[src/rtl/rdc_pkg.sv]
`default_nettype none

package rdc_pkg;

   localparam int NUM_W      = 31;
   localparam int ERR_W      = 2;
   localparam int SEL_W      = 2;
   localparam int NUM_BCD    = 10;
   localparam int NIB_W      = 4;
   localparam int CNT_W      = 4;
   localparam int BIT_CNT_W  = 5;
   localparam int ENC_W      = 34;
   localparam int SCALE_W    = NUM_W + 4;

   localparam logic [NUM_W-1:0] RESULT_MAX = {NUM_W{1'b1}};
   localparam logic [BIT_CNT_W-1:0] LAST_BIT = BIT_CNT_W'(NUM_W - 1);

   localparam logic [ERR_W-1:0] ERR_OK       = 2'd0;
   localparam logic [ERR_W-1:0] ERR_DIGIT    = 2'd1;
   localparam logic [ERR_W-1:0] ERR_OVERFLOW = 2'd2;

   localparam logic [SEL_W-1:0] BASE_BIN = 2'd0;
   localparam logic [SEL_W-1:0] BASE_OCT = 2'd1;
   localparam logic [SEL_W-1:0] BASE_DEC = 2'd2;
   localparam logic [SEL_W-1:0] BASE_HEX = 2'd3;

   localparam logic REG_SRC = 1'b0;
   localparam logic REG_TGT = 1'b1;

   typedef enum logic [2:0] {
      OP_NOP,
      OP_LOAD,
      OP_DABBLE,
      OP_HORNER,
      OP_PLACE
   } op_type;

   typedef struct packed {
      op_type             op;
      logic [CNT_W-1:0]   dig;
      logic [SEL_W-1:0]   base;
      logic               tgt_oct;
   } ctrl_type;

   typedef struct packed {
      logic               bad;
      logic               val_zero;
      logic               enc_over;
      logic [NUM_W-1:0]   value;
      logic [NUM_W-1:0]   enc;
   } status_type;

   function automatic logic [ENC_W-1:0] pow10_f(input logic [CNT_W-1:0] pos);
      logic [ENC_W-1:0] p;
      unique case (pos)
         4'd0:    p = ENC_W'(64'd1);
         4'd1:    p = ENC_W'(64'd10);
         4'd2:    p = ENC_W'(64'd100);
         4'd3:    p = ENC_W'(64'd1000);
         4'd4:    p = ENC_W'(64'd10000);
         4'd5:    p = ENC_W'(64'd100000);
         4'd6:    p = ENC_W'(64'd1000000);
         4'd7:    p = ENC_W'(64'd10000000);
         4'd8:    p = ENC_W'(64'd100000000);
         4'd9:    p = ENC_W'(64'd1000000000);
         default: p = '0;
      endcase
      return p;
   endfunction

endpackage

`default_nettype wire

[src/rtl/radix_digit_converter_core.sv]
// order of work for each accepted item, on one shared digit unit: 31 double-dabble steps,
//    one horner step per source digit, then, for a binary or octal target without a bad digit,
//    one placement step per target digit, plus waits while a held result is not taken
// one item at a time: req_tready is low while an item is converted and returns as the result
//    is registered
// reset: synchronous active high, selectors return to decimal, output register empties
`default_nettype none

module radix_digit_converter_core import rdc_pkg::*; #(
   parameter int MAX_DIGITS = 10
) (
   input  wire logic              clock,
   input  wire logic              reset,
   input  wire logic              req_tvalid,
   output logic                   req_tready,
   input  wire logic [31:0]       req_tdata,   // number[30:0], zero pad[31]
   output logic                   rsp_tvalid,
   input  wire logic              rsp_tready,
   output logic [31:0]            rsp_tdata,   // result[30:0], zero pad[31]
   output logic [ERR_W-1:0]       rsp_tuser,   // error[1:0]
   input  wire logic              csr_we,
   input  wire logic              csr_addr,
   input  wire logic [SEL_W-1:0]  csr_wdata
);

   localparam logic [CNT_W-1:0] LAST_DIG = CNT_W'(MAX_DIGITS - 1);
   localparam logic [CNT_W-1:0] NUM_DIG  = CNT_W'(MAX_DIGITS);

   typedef enum logic [2:0] {
      S_IDLE,
      S_BCD,
      S_READ,
      S_EVAL,
      S_WRITE,
      S_DONE
   } state_type;

   state_type              state_ff;
   logic [SEL_W-1:0]       src_ff;
   logic [SEL_W-1:0]       tgt_ff;
   logic [BIT_CNT_W-1:0]   cnt_ff;
   logic [CNT_W-1:0]       dig_ff;
   logic [NUM_W-1:0]       res_ff;
   logic [ERR_W-1:0]       err_ff;
   logic                   rsp_valid_ff;
   logic [NUM_W-1:0]       rsp_res_ff;
   logic [ERR_W-1:0]       rsp_err_ff;

   ctrl_type               ctrl;
   status_type             status;
   logic                   accept;
   logic                   out_free;

   assign accept   = req_tvalid && req_tready;
   assign out_free = !rsp_valid_ff || rsp_tready;

   always_comb begin
      ctrl.dig     = dig_ff;
      ctrl.base    = src_ff;
      ctrl.tgt_oct = (tgt_ff == BASE_OCT);
      unique case (state_ff)
         S_IDLE:  ctrl.op = accept ? OP_LOAD : OP_NOP;
         S_BCD:   ctrl.op = OP_DABBLE;
         S_READ:  ctrl.op = OP_HORNER;
         S_WRITE: ctrl.op = (!status.val_zero && dig_ff < NUM_DIG) ? OP_PLACE : OP_NOP;
         default: ctrl.op = OP_NOP;
      endcase
   end

   rdc_datapath u_datapath (
      .clock  (clock),
      .ctrl   (ctrl),
      .number (req_tdata[NUM_W-1:0]),
      .status (status)
   );

   always_ff @(posedge clock) begin
      if (reset) begin
         state_ff     <= S_IDLE;
         src_ff       <= BASE_DEC;
         tgt_ff       <= BASE_DEC;
         rsp_valid_ff <= 1'b0;
         cnt_ff       <= '0;
         dig_ff       <= '0;
      end else begin
         if (csr_we) begin
            unique case (csr_addr)
               REG_SRC: src_ff <= csr_wdata;
               REG_TGT: tgt_ff <= csr_wdata;
               default: begin
               end
            endcase
         end
         if (state_ff == S_DONE && out_free) begin
            rsp_valid_ff <= 1'b1;
         end else if (rsp_valid_ff && rsp_tready) begin
            rsp_valid_ff <= 1'b0;
         end
         unique case (state_ff)
            S_IDLE: begin
               if (accept) begin
                  cnt_ff   <= LAST_BIT;
                  state_ff <= S_BCD;
               end
            end
            S_BCD: begin
               cnt_ff <= cnt_ff - 1'b1;
               if (cnt_ff == '0) begin
                  dig_ff   <= LAST_DIG;
                  state_ff <= S_READ;
               end
            end
            S_READ: begin
               dig_ff <= dig_ff - 1'b1;
               if (dig_ff == '0) begin
                  state_ff <= S_EVAL;
               end
            end
            S_EVAL: begin
               if (status.bad) begin
                  res_ff   <= '0;
                  err_ff   <= ERR_DIGIT;
                  state_ff <= S_DONE;
               end else if (tgt_ff == BASE_BIN || tgt_ff == BASE_OCT) begin
                  dig_ff   <= '0;
                  state_ff <= S_WRITE;
               end else begin
                  res_ff   <= status.value;
                  err_ff   <= ERR_OK;
                  state_ff <= S_DONE;
               end
            end
            S_WRITE: begin
               if (status.val_zero) begin
                  res_ff   <= status.enc_over ? '0 : status.enc;
                  err_ff   <= status.enc_over ? ERR_OVERFLOW : ERR_OK;
                  state_ff <= S_DONE;
               end else if (dig_ff >= NUM_DIG) begin
                  res_ff   <= '0;
                  err_ff   <= ERR_OVERFLOW;
                  state_ff <= S_DONE;
               end else begin
                  dig_ff <= dig_ff + 1'b1;
               end
            end
            S_DONE: begin
               if (out_free) begin
                  rsp_res_ff   <= res_ff;
                  rsp_err_ff   <= err_ff;
                  state_ff     <= S_IDLE;
               end
            end
            default: state_ff <= S_IDLE;
         endcase
      end
   end

   assign req_tready = (state_ff == S_IDLE);
   assign rsp_tvalid = rsp_valid_ff;
   assign rsp_tdata  = {1'b0, rsp_res_ff};
   assign rsp_tuser  = rsp_err_ff;

endmodule

`default_nettype wire

[src/rtl/rdc_datapath.sv]
`default_nettype none

module rdc_datapath import rdc_pkg::*; (
   input  wire logic              clock,
   input  wire ctrl_type          ctrl,
   input  wire logic [NUM_W-1:0]  number,
   output status_type             status
);

   logic [NUM_W-1:0]  bin_ff;
   logic [NIB_W-1:0]  bcd_ff [NUM_BCD];
   logic [NIB_W-1:0]  bcd_in [NUM_BCD];
   logic [NIB_W-1:0]  adj    [NUM_BCD];
   logic [NUM_W-1:0]  acc_ff;
   logic [ENC_W-1:0]  enc_ff;
   logic              bad_ff;

   logic [NIB_W-1:0]   digit;
   logic [NIB_W-1:0]   max_digit;
   logic [SCALE_W-1:0] scaled;
   logic [2:0]         pdig;
   logic [ENC_W-1:0]   term;
   logic [NUM_W-1:0]   acc_shift;

   // add-3 correction then shift one binary bit into the digit chain
   always_comb begin
      for (int i = 0; i < NUM_BCD; i++) begin
         adj[i] = (bcd_ff[i] >= 4'd5) ? bcd_ff[i] + 4'd3 : bcd_ff[i];
      end
      bcd_in[0] = {adj[0][2:0], bin_ff[NUM_W-1]};
      for (int i = 1; i < NUM_BCD; i++) begin
         bcd_in[i] = {adj[i][2:0], adj[i-1][3]};
      end
   end

   // horner step over source digits, most significant first
   always_comb begin
      digit = (ctrl.dig < CNT_W'(NUM_BCD)) ? bcd_ff[ctrl.dig] : '0;
      unique case (ctrl.base)
         BASE_BIN: begin
            max_digit = 4'd1;
            scaled    = SCALE_W'({acc_ff, 1'b0});
         end
         BASE_OCT: begin
            max_digit = 4'd7;
            scaled    = SCALE_W'({acc_ff, 3'b000});
         end
         default: begin
            max_digit = 4'd9;
            scaled    = SCALE_W'({acc_ff, 3'b000}) + SCALE_W'({acc_ff, 1'b0});
         end
      endcase
      scaled = scaled + SCALE_W'(digit);
   end

   // target digit placement as decimal digit
   always_comb begin
      pdig      = ctrl.tgt_oct ? acc_ff[2:0] : {2'b00, acc_ff[0]};
      term      = ENC_W'(pdig) * pow10_f(ctrl.dig);
      acc_shift = ctrl.tgt_oct ? (acc_ff >> 3) : (acc_ff >> 1);
   end

   always_ff @(posedge clock) begin
      unique case (ctrl.op)
         OP_NOP: begin
         end
         OP_LOAD: begin
            bin_ff <= number;
            for (int i = 0; i < NUM_BCD; i++) begin
               bcd_ff[i] <= '0;
            end
            acc_ff <= '0;
            enc_ff <= '0;
            bad_ff <= 1'b0;
         end
         OP_DABBLE: begin
            bin_ff <= bin_ff << 1;
            for (int i = 0; i < NUM_BCD; i++) begin
               bcd_ff[i] <= bcd_in[i];
            end
         end
         OP_HORNER: begin
            acc_ff <= scaled[NUM_W-1:0];
            if (digit > max_digit) begin
               bad_ff <= 1'b1;
            end
         end
         OP_PLACE: begin
            enc_ff <= enc_ff + term;
            acc_ff <= acc_shift;
         end
         default: begin
         end
      endcase
   end

   assign status.bad      = bad_ff;
   assign status.val_zero = (acc_ff == '0);
   assign status.enc_over = (enc_ff > ENC_W'(RESULT_MAX));
   assign status.value    = acc_ff;
   assign status.enc      = enc_ff[NUM_W-1:0];

endmodule

`default_nettype wire

[config.mk]
export PLATFORM = sky130hd
export DESIGN_NAME = radix_digit_converter_core
export DESIGN_NICKNAME = d
export VERILOG_FILES = /design/src/rtl/rdc_pkg.sv /design/src/rtl/radix_digit_converter_core.sv /design/src/rtl/rdc_datapath.sv
export SDC_FILE = /design/constraint.sdc
export NUM_CORES = 1
export LEC_CHECK = 0
export ABC_AREA = 1
export BUFFER_PORTS_ARGS = -buffer_cell sky130_fd_sc_hd__buf_2
export CAP_MARGIN = 5
export CORE_ASPECT_RATIO = 1.25
export CORE_MARGIN = 4
export CORE_UTILIZATION = 50
export CTS_CLUSTER_DIAMETER = 50
export DETAILED_ROUTE_END_ITERATION = 8
export PLACE_DENSITY_LB_ADDON = 0.25
export SETUP_SLACK_MARGIN = 0.15
export SYNTH_ARGS = -nofsm -noshare
export SYNTH_HDL_FRONTEND = slang
export SYNTH_SLANG_ARGS = --single-unit
[constraint.sdc]
create_clock -name clock -period 9.6 [get_ports clock]
set_input_delay 1.92 -clock clock [delete_from_list [all_inputs] [get_ports clock]]
set_output_delay 1.92 -clock clock [all_outputs]
set_load 0.01 [all_outputs]
Word level (Yosys, flattened, before mapping):

Memory sizes are Yosys's and may differ from the RTL's. A register that Yosys moved wholly into a read port is not among the register bits.
Cells that the tools add are included.

* register bits after elaboration: 180
* RAM bits: 40
* ROM bits: 480
* output and inout bits: 36
* memories: 2

Memory list
* (no name shown): words 16, width 30, rd ports 1, clocked after memory_dff 1, wr ports 0, RTL line rdc_pkg.sv:55 `unique case (pos)`
* u_datapath.bcd_ff: words 10, width 4, rd ports 11, clocked after memory_dff 1, wr ports 10, RTL line rdc_datapath.sv:11 `logic [NIB_W-1:0] bcd_ff [NUM_BCD];`

* add/subtract/negate cells: 16
* $mul: 1
* order comparisons: 14
* equality and inequality tests: 22
* mux-type cells: 72
* bitwise gates (word level): 12
* reduce and logical (&&, ||, !) cells: 30

Operators with widths (number)
* $pmux W31 S2: 3
* $mux W31: 5
* $mux W4: 29
* $pmux W31 S3: 1
* $pmux W34 S2: 1
* $ge A4 B3 Y1 const B: 10
* $add A4 B2 Y4 const B: 9
* $add A34 B34 Y34: 1
* $gt A34 B31 Y1 const B: 1
* $mul A3 B34 Y34: 1
* $add A31 B31 Y31: 1
* $add A31 B4 Y31: 1
* $logic_not A31 Y1: 1
* $mux W30: 1
* $mux W3: 9
* $pmux W3 S6: 1
* $pmux W4 S4: 1
* $ne A2 B2 Y1 const B: 7
* $eq A3 B2 Y1 const B: 4
* $pmux W3 S4: 1
* $reduce_bool A2 Y1: 6
* $mux W1: 10
* $mux W2: 5
* $or A1 B1 Y1: 10
* other kinds (33): 48

Longest topological paths before layout:

* depth in word-level cells: 9
* gate-level depth with buffers: 26
* depth with buffers taken out: 24

Modules after synthesis:

From an unflattened synthesis, not the netlist that was laid out.

* cells, all modules: 2444
* area total of the unflattened synthesis: 18208.7 um2

By module, submodules not included
* rdc_datapath: instances 1, cells each 2109, area an instance 14664.1 um2, seq. area each 4113.9 um2
* radix_digit_converter_core: instances 1, cells each 335, area an instance 3544.6 um2, seq. area each 2322.2 um2

Least setup slack after synthesis:

Ideal clock, no wire load.

* path kind: input-to-reg
* start point: input port reset
* end point: register rsp_res_ff[0], enable pin
* data arrival time: 4.422 ns
* setup slack: 4.714 ns
* cell stages on the path: 2
* path buffers: 1
* cells stage by stage: clkbuf_1 nor3_1

* word-level cells in the longest chain between the ends: 2

Ends and longest elaborated chain
* start, declared: RTL line radix_digit_converter_core.sv:13 `input wire logic reset,`
* $not A1 Y1 (no source line)
* $reduce_and A3 Y1 (no source line)
* end signal, assigned: RTL line radix_digit_converter_core.sv:148 `rsp_res_ff <= res_ff;`
* end, declared: RTL line radix_digit_converter_core.sv:46 `logic [NUM_W-1:0] rsp_res_ff;`

No other way between the ends.
A chain may end at the register's enable or synchronous reset.

Worst setup path in the final report:

* start point: register tgt_ff[1]
* end point: register u_datapath.enc_ff[25], data pin

* word-level cells in the longest chain between the ends: 5

Ends and longest elaborated chain
* start, declared: RTL line radix_digit_converter_core.sv:40 `logic [SEL_W-1:0] tgt_ff;`
* start signal, assigned: RTL line radix_digit_converter_core.sv:89 `REG_TGT: tgt_ff <= csr_wdata;`
* $eq A2 B1 Y1: RTL line radix_digit_converter_core.sv:60 `ctrl.tgt_oct = (tgt_ff == BASE_OCT);`
* $mux W3: RTL line rdc_datapath.sv:58 `pdig = ctrl.tgt_oct ? acc_ff[2:0] : {2'b00, acc_ff[0]};`
* $mul A3 B34 Y34: RTL line rdc_datapath.sv:59 `term = ENC_W'(pdig) * pow10_f(ctrl.dig);`
* $add A34 B34 Y34: RTL line rdc_datapath.sv:89 `enc_ff <= enc_ff + term;`
* $pmux W34 S2: RTL line rdc_datapath.sv:64 `unique case (ctrl.op)`
* end signal, assigned: RTL line rdc_datapath.sv:89
* end, declared: RTL line rdc_datapath.sv:15 `logic [ENC_W-1:0] enc_ff;`

No other way between the ends.

==> results.sh <==
export IMPL_grt_max_degree=77
export IMPL_gp_congestion=0.970
export IMPL_dieArea_um2=40100
export IMPL_grtUsageTotal=0.232
export IMPL_antenna_cells=0
export IMPL_num_fill_cells=3404
export IMPL_worstMarginPinSlew_ns=1.12
export IMPL_synth_seq_area_share=0.378
export IMPL_hpwl_mm=36.0
export IMPL_synth_warnings=0
export IMPL_status="completed"
export IMPL_drt_iter0_markers=1276
export IMPL_syn_area_per_cell_um2=7.62
export IMPL_global_route_overflow_total=0
export IMPL_relSlewSlack=0.254
export IMPL_cp_top_family="compound AO/OA/AOI/OAI gates"
export IMPL_ctsRootBufferMaster="clkbuf_16"
export IMPL_synth_seq_cells=247
export IMPL_ctsHoldBuffers=0
export IMPL_grt_pass1_vias=15600
export IMPL_critPathArrivalTime_ns=6.06
export IMPL_vias=16000
export IMPL_finalSetupTns_ns=0
export IMPL_portBuffers=73
export IMPL_power_per_cell_area_nw_per_um2=340
export IMPL_antenna_found_initial=1
export IMPL_worstPathRequired_ns=9.87
export IMPL_first_pass_iters=6
export IMPL_path_class="flop to flop"
export IMPL_row_count=78
export IMPL_hold_viol=0
export IMPL_fmax_mhz=173
export IMPL_crit_chain="inv_1, nand2_1, buf_4, nor2_1, clkinv_1, nor2_1, fa_1, inv_1, fa_1, inv_1, ha_1, nand2_1, o21ai_1, a21oi_1, o21ai_0, a21boi_1, o21ai_0, a21boi_1, o21ai_0, a21oi_1"
export IMPL_numCtsBuffers=35
export IMPL_p_leak_uw=0.00973
export IMPL_cp_max_fo=58
export IMPL_grt_pass1_wl_mm=77.6
export IMPL_synthTopCellsByCount="579 x nand2_1, 476 x inv_1, 203 x edfxtp_1"
export IMPL_cts_path_max_buffers=3
export IMPL_crit_path_end_kind="flop"
export IMPL_initial_core_util=0.508
export IMPL_rsz0062_at_grt="no"
export IMPL_timing_rr_end="u_datapath.enc_ff[25]"
export IMPL_path_depth=20
export IMPL_async_reset_ff_frac=0
export IMPL_max_cap_viol_count=0
export IMPL_synth_area_top_cells="edfxtp_1 33%, nand2_1 12%, inv_1 9.7%"
export IMPL_slew_violations=0
export IMPL_yosys_area_top_type_share=0.330
export IMPL_period_share=0.604
export IMPL_critPathBufInv=5
export IMPL_core_area_um2=36400
export IMPL_clock_sinks=247
export IMPL_viasPerCell=5.35
export IMPL_synth_cells=2424
export IMPL_final_nets=2686
export IMPL_min_to="rsp_res_ff[9]"
export IMPL_ir_drop_uv=239
export IMPL_ys_types=58
export IMPL_synth_edf_count=203
export IMPL_worstRegToRegCells=20
export IMPL_drt_total_wl_mm=47.1
export IMPL_clkTransAtPathRegs_ns=0.06
export IMPL_htreeDepth=2
export IMPL_layout_drive_gt1_share=0.0852
export IMPL_yosysTopAreaCell="edfxtp_1"
export IMPL_hold_class="flop to flop"
export IMPL_setup_violations=0
export IMPL_cts_tree="done"
export IMPL_skew_ns=0.0400
export IMPL_postCtsSetupBuffers=0
export IMPL_die_w_um=180
export IMPL_cts_resized=0
export IMPL_synthMostInstantiatedCell="nand2_1"
export IMPL_routedWlPerCell_um=15.7
export IMPL_hold_ws_ns=0.416
export IMPL_min_period_ns=5.80
export IMPL_slowest_stage="clkinv_1"
export IMPL_seq_area_um2=6980
export IMPL_worstReg2RegStart="tgt_ff[1]"
export IMPL_min_from="res_ff[9]"
export IMPL_remaining_drc_errors=0
export IMPL_netlist_area_um2=18500
export IMPL_io_pins=76
export IMPL_area_growth_pct=10.4
export IMPL_syn_nets=2622
export IMPL_min_path_cells=0
export IMPL_synth_flop_cell="edfxtp_1"
export IMPL_multiInputGateArea_um2=9410
export IMPL_die_h_um=223
export IMPL_r2r_slack_ns=3.81
export IMPL_clk_latency_ns=0.53
export IMPL_drtAntennaViolNets=0
export IMPL_crit_path_start_kind="flop"
export IMPL_cpPeakStageDelay_ns=0.68
## power by group
part	internal, uW	switching (uW)	total, uW
sequential	1720	331	2050
clock	705	490	1200
combinational	1130	2570	3700
## layout by cell type (no fill, tap or decap), types with 4 or more instances in the layout
cell type / netlist / routed
inv_1: 476 / 476
nand4_1: 23 / 23
o211ai_1: 8 / 8
nor2_2: 14 / 14
nand2_2: 10 / 10
a31oi_1: 8 / 8
xor2_1: 17 / 17
o32ai_1: 33 / 33
dfxtp_1: 44 / 44
nor4_1: 8 / 8
clkinv_1: 2 / 7
or2_2: 4 / 4
nand2_1: 579 / 578
a22oi_1: 22 / 22
xnor2_1: 5 / 5
nor2_4: 10 / 10
buf_2: 3 / 73
nor2_1: 198 / 198
clkinvlp_4: 0 / 4
o21ai_1: 7 / 7
clkinv_2: 0 / 4
nand3b_1: 7 / 7
clkbuf_1: 49 / 7
buf_4: 2 / 15
edfxtp_1: 203 / 203
nand3_1: 119 / 119
nor3_1: 27 / 26
clkbuf_16: 0 / 35
fa_1: 55 / 55
o21ai_0: 143 / 143
nand3_2: 7 / 7
ha_1: 103 / 103
a211oi_1: 5 / 5
a21oi_1: 156 / 156
inv_2: 17 / 17
o22ai_1: 16 / 16
## kinds of logic (layout without fill, tap and decap cells)
group,count (synthesis),count (layout),share of synthesized area
flip-flops,247,247,0.378
buffers and inverters,557,646,0.114
AO/OA/AOI/OAI,421,421,0.132
other,1,1,0.000203
XOR/XNOR,22,22,0.0104
AND/OR/NAND/NOR,1018,1018,0.237
adder cells (fa/ha/maj),158,158,0.129
## metal layers
layer	track usage	routed length, um	vias up
met3	0.0302	2690	137
met4	0.105	2380	2
li1	-	-	8042
met1	0.300	20100	7307
met2	0.391	21900	514
met5	0	13	-
## layout make-up
cell class / instances / area share
Multi-Input combinational cell: 1620 / 0.461
Clock inverter: 20 / 0.00852
Clock buffer: 42 / 0.0442
Timing Repair Buffer: 88 / 0.0234
Sequential cell: 247 / 0.342
Tap cell: 480 / 0.0294
Inverter: 496 / 0.0914
## through the flow
stage / util / instance area, um^2 / total power (uW) / worst slack [ns] / std cells
finish: 0.561 / 20400 / 6940 / 3.81 / 2993
global route: 0.561 / 20400 / 7590 / 3.29 / 2993
CTS: 0.561 / 20400 / 6940 / 3.74 / 2993
detailed placement: 0.531 / 19300 / 5710 / 3.77 / 2931
global placement: 0.531 / 19300 / 5610 / 3.88 / 2931
floorplan: - / 18500 / 4730 / 4.71 / 2424
## how the worst max path moves through the flow
stage	endpoint	slack, ns	startpoint
2_1_floorplan	rsp_res_ff[0]	4.71	reset
3_3_place_gp	u_datapath.enc_ff[25]	3.88	tgt_ff[1]
3_5_place_dp	u_datapath.enc_ff[25]	3.77	tgt_ff[1]
4_1_cts	u_datapath.enc_ff[25]	3.74	tgt_ff[1]
5_1_grt	u_datapath.enc_ff[25]	3.29	tgt_ff[1]
6_report	u_datapath.enc_ff[25]	3.81	tgt_ff[1]
(Power assumes the default switching activity.)
